==> config.mk <==
export PLATFORM = sky130hd
export DESIGN_NAME = pcc_ctrl
export DESIGN_NICKNAME = d
export VERILOG_FILES = /design/src/design/pcc_pkg.sv /design/src/design/pcc_ctrl.sv
export SDC_FILE = /design/constraint.sdc
export NUM_CORES = 1
export LEC_CHECK = 0
export ABC_AREA = 1
export BUFFER_PORTS_ARGS = -buffer_cell sky130_fd_sc_hd__buf_2
export CORE_AREA = 4 4 41 43
export CTS_CLUSTER_DIAMETER = 120
export DETAILED_ROUTE_END_ITERATION = 12
export DIE_AREA = 0 0 45 47
export PLACE_DENSITY = 0.62
export RECOVER_POWER = 100
export SYNTH_ARGS = -nofsm -noshare
export SYNTH_HDL_FRONTEND = slang
export SYNTH_SLANG_ARGS = --single-unit
==> constraint.sdc <==
create_clock -name clk -period 1.55 [get_ports clk]
set_clock_uncertainty 0.15 [all_clocks]
set_input_delay 0.155 -clock clk [delete_from_list [all_inputs] [get_ports clk]]
set_output_delay 0.155 -clock clk [all_outputs]
set_load 0.02 [all_outputs]
==> src/design/pcc_pkg.sv <==
`timescale 1ns / 1ps
package pcc_pkg;
  localparam int MaxVectors = 64;
  localparam int ComponentBits = 24;
  localparam logic [15:0] HalfScale = 16'd16384;

  typedef enum logic [3:0] {
    ST_IDLE, ST_SQRT, ST_CHECK, ST_LOAD, ST_MUL, ST_ACC, ST_DIV, ST_EMIT, ST_STORE, ST_DROP
  } pcc_state_t;

  typedef struct packed {
    logic start_sqrt;
    logic load_entry;
    logic mul_step;
    logic start_div;
    logic emit;
    logic store;
    logic next_entry;
    logic clear;
    logic drop;
  } pcc_cmd_t;

  typedef struct packed {
    logic sqrt_done;
    logic div_done;
    logic mul_done;
    logic full;
    logic empty;
    logic last_entry;
    logic out_busy;
    logic eoe;
  } pcc_status_t;
endpackage

==> src/design/pcc_ctrl.sv <==
`timescale 1ns / 1ps
module pcc_ctrl (
  input  logic clk,
  input  logic rst,
  input  logic in_valid,
  output logic in_ready,
  input  pcc_pkg::pcc_status_t status,
  output pcc_pkg::pcc_cmd_t cmd
);
  pcc_pkg::pcc_state_t state, state_next;

  always_ff @(posedge clk) begin
    if (rst) state <= pcc_pkg::ST_IDLE;
    else state <= state_next;
  end

  always_comb begin
    state_next = state;
    cmd = '0;
    in_ready = 1'b0;
    case (state)
      pcc_pkg::ST_IDLE: begin
        in_ready = 1'b1;
        if (in_valid) begin
          cmd.start_sqrt = 1'b1;
          state_next = pcc_pkg::ST_SQRT;
        end
      end
      pcc_pkg::ST_SQRT: if (status.sqrt_done) state_next = pcc_pkg::ST_CHECK;
      pcc_pkg::ST_CHECK: begin
        if (status.full) state_next = pcc_pkg::ST_DROP;
        else if (status.empty) state_next = pcc_pkg::ST_STORE;
        else state_next = pcc_pkg::ST_LOAD;
      end
      pcc_pkg::ST_LOAD: begin
        cmd.load_entry = 1'b1;
        state_next = pcc_pkg::ST_MUL;
      end
      pcc_pkg::ST_MUL: begin
        cmd.mul_step = 1'b1;
        if (status.mul_done) state_next = pcc_pkg::ST_ACC;
      end
      pcc_pkg::ST_ACC: begin
        cmd.start_div = 1'b1;
        state_next = pcc_pkg::ST_DIV;
      end
      pcc_pkg::ST_DIV: if (status.div_done) state_next = pcc_pkg::ST_EMIT;
      pcc_pkg::ST_EMIT: begin
        if (!status.out_busy) begin
          cmd.emit = 1'b1;
          if (status.last_entry) state_next = pcc_pkg::ST_STORE;
          else begin
            cmd.next_entry = 1'b1;
            state_next = pcc_pkg::ST_LOAD;
          end
        end
      end
      pcc_pkg::ST_STORE: begin
        cmd.store = 1'b1;
        cmd.clear = status.eoe;
        state_next = pcc_pkg::ST_IDLE;
      end
      pcc_pkg::ST_DROP: begin
        if (!status.out_busy) begin
          cmd.drop = 1'b1;
          cmd.clear = status.eoe;
          state_next = pcc_pkg::ST_IDLE;
        end
      end
      default: state_next = pcc_pkg::ST_IDLE;
    endcase
  end

`ifndef ASSERT_OFF
  a_emit_idle_free: assert property (@(posedge clk) disable iff (rst)
    cmd.emit |-> !status.out_busy) else $error("emit into busy output");
  a_ready_only_idle: assert property (@(posedge clk) disable iff (rst)
    in_ready |-> state == pcc_pkg::ST_IDLE) else $error("ready outside idle");
  a_store_to_idle: assert property (@(posedge clk) disable iff (rst)
    cmd.store |=> state == pcc_pkg::ST_IDLE) else $error("store not followed by idle");
`endif
endmodule

==> impl_results.md, run 1 <==
* Clock root cell: clkbuf_4
* Run status: completed
* Commonest cells in the synthesized netlist: 19 x nand2_1, 13 x inv_1, 9 x nor2_1, 7 x nor2_2, 5 x nand3_1
* Largest net degree at the start of global routing at 9
* Synthesized instance count at 76
* Synthesized Nets at 87
* Nets@finish at 123
* Worst IR Drop VDD at 0.883 mV
* Clock buffer count from CTS at 3
* Sequential-to-total area share from yosys stat at 0.183
* Post-Syn Area at 438 µm²
* PortBufs at 20
* Main combinational cell family by area after synthesis: simple AND/OR/NAND/NOR gates
* Die area at 0.00212 mm²
* Biggest regs: state x4
* I/O pins at 21
* Vias per cell at 4.68
* Die Wd at 45 µm
* Post-synth EDFFs at 0
* Synthesized area per cell at 5.76 µm²
* TritonCTS clock tree: yes
* Global-route wire length before repair at 1980 µm
* CP Class: flop to primary output
* CP Cell Sequence: inv_4 -> nor2_4 -> nand3_2 -> nor2_2 -> o21a_1 -> buf_6
* Max-cap violations at 0
* Final count of negative-setup-slack endpoints at 0
* CTS H-Tree Depth at 1
* Synth Area in Compound Gates at 0.0486
* Vias in the first global route at 514
* Proportion of netlist area held by the largest area contributor at 0.183
* Final ANT Viol Nets at 0
* Hold buffer count at cts at 0
* Post-DP HPWL at 988 µm
* Final-report hold violation count at 0
* DRC violations left at 0
* Most used DFF post-synth: dfxtp_1
* Inserted Diodes at 0
* Power Dens Cells at 2120 mW/mm²
* Clock Sinks at 4
* Post-synthesis xor/xnor area fraction at 0
* Adder-Cell Fraction of Synth Area at 0
* Synth-to-layout area growth at 71.4%
* # rows at 13
* Gr ovfl total at 0
* Clk slew on worst S/H paths at 40 ps
* Post-Synth Simple-Gate Area at 0.631
* Initial antenna violation count at 0
* Crit-path max cell delay at 390 ps
* Core area at 0.00130 mm²
* Type of the tightest min-delay check: input port to flop
* CP endpoint kind: primary output
* P_leak at 0.000419 µW
* Routed wire length at 1340 µm
* Synthesis-stage register bit count at 4
* Yosys warns at 0
* Period Utilization, post-route at 0.987
* Async SR Flop Fraction at 0
* Die height at 47 µm
* TritonRoute pass-1 iters at 4
* Tmin final at 1530 ps
* Max FFs per register at 4
* Post-synthesis mux area share at 0
* Routed length per instance at 10.7 µm
* Max FO, Critical Path at 5
* Clk_lat worst skew at 240 ps
* Slowest CP cell: dfxtp_4
* Pwr Total at 1590 µW
* Top-count cell post-synth: nand2_1
* Top reg by flops: state
* Slew @ Worst Pin at 223 ps
* Ratio of cells with drive above 1 in the final layout at 0.582
* Synth cell types at 17
* Initial Util at 0.337
* Worst Path Required at 1240 ps
* Gpl congestion at 0.768
* Vias at 585
* Final Max Tran Viols at 0
* RSZ-0062 raised after global routing: true
* Non-filler cells, final at 125
* CP Launch Type: flop
* Peak Freq at 654 MHz
* Worst path arrival time at 1220 ps
* Top cells by area, synth: dfxtp_1 18%, nand2_1 16%, inv_1 11%
* Iteration-0 DRC Markers at 16
* All-Layer GR Usage at 0.128
* Placed insts at 116
* Max transition margin at 0.850
* Max Buffers Root-to-Sink at 2
* Post-synthesis cell type with the largest combined area: dfxtp_1
[through the flow]
stage	util	cell area [µm²]	hold WS [ps]	setup WS [ps]	TNS (ps)
after floorplan	-	455	198	7.07	0
after global placement	0.470	612	303	18.2	0
after detailed placement	0.470	612	306	17.0	0
after CTS	0.514	669	45.7	-18.8	-37.0
after global routing	0.577	751	70.6	-55.4	-157
final	0.577	751	52.0	20.8	0
[layout make-up]
cell class	count	area, µm²
Clock buffer	3	22.5
Timing Repair Buffer	31	216
Tap cell	15	18.8
Inverter	16	62.6
Sequential cell	4	92.6
Multi-Input combinational cell	56	338
Fill cell	129	551
[metal layers]
layer | wire (µm) | global-route usage | up-vias
li1 | - | - | 302
met1 | 563 | 0.141 | 257
met2 | 694 | 0.237 | 24
met3 | 69 | 0.0345 | 2
met4 | 17 | 0.0409 | 0
met5 | 0 | 0 | -
[power breakdown]
group / switching [µW] / total, µW / internal, µW / leakage [µW]
sequential: 96.4 / 273 / 176 / 0.0000353
clock: 44.7 / 131 / 86.7 / 0.0000138
combinational: 658 / 1190 / 527 / 0.000370
[layout by cell type (no fill, tap or decap)]
cell type	synthesis	final
nand3_1	5	5
o22ai_1	1	1
nand2_1	19	18
buf_2	0	13
nand3_2	2	2
nand2_2	4	5
inv_1	13	12
clkbuf_2	0	1
nand4_1	2	2
nor2_4	2	4
nor3_2	0	1
buf_4	0	11
clkbuf_4	0	4
o21a_1	1	1
dfxtp_4	0	3
nor2_2	7	8
o211ai_1	1	1
nor4_4	0	1
dfxtp_2	0	1
inv_2	3	3
nand2_4	1	1
buf_6	0	5
inv_4	0	1
nor2_1	9	6
[worst max-delay path, delay by kind of cell, from the launching register on]
kind / cells / cell delay, ps
buffers and inverters: 2 / 160
flip-flops: 1 / 390
AND/OR/NAND/NOR: 3 / 310
AO/OA/AOI/OAI: 1 / 130
[path summary, 6_finish.rpt]
check        depth (start not counted)  slack, ps       end     start
max                                  6         20    cmd[1]  state[0]
min                                  4         50  state[2]       rst
max reg2reg                         10         60  state[3]  state[2]
min reg2reg                          4        480  state[2]  state[2]
[logic make-up after synthesis]
family,count (synthesis)
buffers and inverters,16
and+or+nand+nor,53
DFF,4
AOI/OAI and AO/OA,3
[timing repair]
action / 4_1_cts / 5_1_grt
resized for setup: 9 / 19
setup endpoints to repair: 10 / 8
pin swaps: 3 / 7
buffers inserted: 2 / 4
Power figures use the tool's default switching activity.
==> run 2, diff against run 1 <==
--- a/config.mk
+++ b/config.mk
@@ -11,6 +11,7 @@
 export CTS_CLUSTER_DIAMETER = 120
 export DETAILED_ROUTE_END_ITERATION = 12
 export DIE_AREA = 0 0 45 47
+export GPL_TIMING_DRIVEN = 0
 export PLACE_DENSITY = 0.62
 export RECOVER_POWER = 100
 export SYNTH_ARGS = -nofsm -noshare
==> constraint.sdc (replaced) <==
create_clock -name clk -period 1.95 [get_ports clk]
set_clock_uncertainty 0.15 [all_clocks]
set_input_delay 0.195 -clock clk [delete_from_list [all_inputs] [get_ports clk]]
set_output_delay 0.195 -clock clk [all_outputs]
set_load 0.02 [all_outputs]
==> impl_results.md, run 2 (same netlist as run 1, synthesis figures left out) <==
* CP Class: flop to primary output
* PortBufs at 20
* Core area at 0.00130 mm²
* Cell mode on critical path: nor2_1
* Period Utilization, post-route at 0.914
* Max FFs per register at 4
* CP bufs+invs at 1
* Pwr Total at 894 µW
* Clock share of power at 0.114
* Final-report hold violation count at 0
* Slew @ Worst Pin at 485 ps
* CP Cell Sequence: nor2_1 -> nand2_1 -> nor2_1 -> clkbuf_2
* Peak Freq at 561 MHz
* Power Dens Cells at 1600 mW/mm²
* Setup Fix Bufs, Post-CTS at 0
* TritonCTS clock tree: yes
* Global-route wire length before repair at 1810 µm
* Synth-to-layout area growth at 27.7%
* FILL cells at 159
* Slowest CP cell: nor2_1
* Clock buffer count from CTS at 3
* Reg power frac at 0.191
* Max FO, Critical Path at 8
* Part of the power in combinational logic at 0.695
* Hold buffer count at cts at 0
* Initial antenna violation count at 0
* Die height at 47 µm
* CP Launch Type: flop
* Final Cell Area at 559 µm²
* Setup TNS at 0 ps
* Ratio of cells with drive above 1 in the final layout at 0.343
* Iteration-0 DRC Markers at 7
* Vias in the first global route at 453
* Most frequent cells in the layout: 21 x nand2_1, 13 x inv_1, 12 x buf_2
* Crit-path max cell delay at 400 ps
* Tmin final at 1780 ps
* RSZ-0062 raised after global routing: false
* Sequential cell area at 81.3 µm²
* Vias at 510
* Max transition margin at 0.676
* Routed wire length at 1020 µm
* Clock Sinks at 4
* Gpl congestion at 0.752
* TritonRoute pass-1 iters at 4
* Multi-input gate area at 283 µm²
* Gr ovfl total at 0
* Metal1 wirelength at 470 µm
* Largest net degree at the start of global routing at 9
* Run status: completed
* Routed length per instance at 8.94 µm
* Routed wl met3 at 60 µm
* Int Pwr at 390 µW
* Clk slew on worst S/H paths at 40 ps
* Clock root cell: clkbuf_4
* Initial Util at 0.337
* Max-cap violations at 0
* Die Wd at 45 µm
* Top routing layer in use: met3
* Commonest non-fill, non-tap cell in the layout: nand2_1
* Biggest regs: state x4
* All-Layer GR Usage at 0.116
* Final ANT Viol Nets at 0
* Worst path arrival time at 1440 ps
* CTS H-Tree Depth at 1
* Die area at 0.00212 mm²
* Worst IR Drop VDD at 0.744 mV
* Final count of negative-setup-slack endpoints at 0
* Cell family with most CP delay: simple AND/OR/NAND/NOR gates
* Clk_lat worst skew at 240 ps
* Max Buffers Root-to-Sink at 2
* Type of the tightest min-delay check: input port to flop
* Switching part of the total at 0.564
* Final Max Tran Viols at 0
* P_leak at 0.000331 µW
* DRC violations left at 0
* Vias per cell at 4.47
* CP endpoint kind: primary output
* Top reg by flops: state
* Worst Path Required at 1600 ps
* Inserted Diodes at 0
* Nets@finish at 112
* Post-DP HPWL at 874 µm
* Psw at 504 µW
* Routed length on met2 at 488 µm
* I/O pins at 21
* # rows at 13
* Placed cell areas at 557 µm²
[run 2: what timing repair did]
item                                   in CTS  in global routing
endpoints found under the hold margin       0                  0
setup endpoints to repair                   0                  1
gates resized for setup                     0                  1
[run 2: path summary, 6_finish.rpt]
check | from | end | slack [ps] | cells past startpoint
worst max-delay path | state[3] | cmd[8] | 170 | 4
worst min-delay path | rst | state[2] | 110 | 4
worst max register to register | state[3] | state[3] | 230 | 8
worst min register to register | state[0] | state[0] | 440 | 4
[run 2: tightest hold or removal path, cell delays in order]
cell and delay (ps):
buf_2 70, inv_1 60, nand2_1 80, nor2_2 30
[run 2: through the flow]
stage | cells | hold WS [ps] | setup WS, ps | util
CTS | 114 | 110 | 145 | 0.445
global route | 114 | 131 | 28.7 | 0.430
detailed placement | 111 | 363 | 402 | 0.428
floorplan | 76 | 238 | 56.5 | -
finish | 114 | 107 | 168 | 0.430
global placement | 111 | 348 | 378 | 0.428
[run 2: final cells by class]
cell class,count,share of cell area
clock buffer,3,0.0403
sequential,4,0.145
inverter,16,0.107
multi-input combinational,56,0.506
timing repair buffer,20,0.168
tap,15,0.0336
[run 2: metal layers]
layer,vias up,global-route usage
li1,278,-
met1,223,0.143
met2,9,0.186
met3,0,0.0460
met4,0,0.0351
met5,-,0
[run 2: power groups by stage]
stage                     Combinational, µW  Sequential (µW)  Clock [µW]
after floorplan                         519              165           0
after global placement                  655              174           0
after detailed placement                657              174           0
after CTS                               660              172         106
after global routing                    702              182         114
final                                   621              171         102
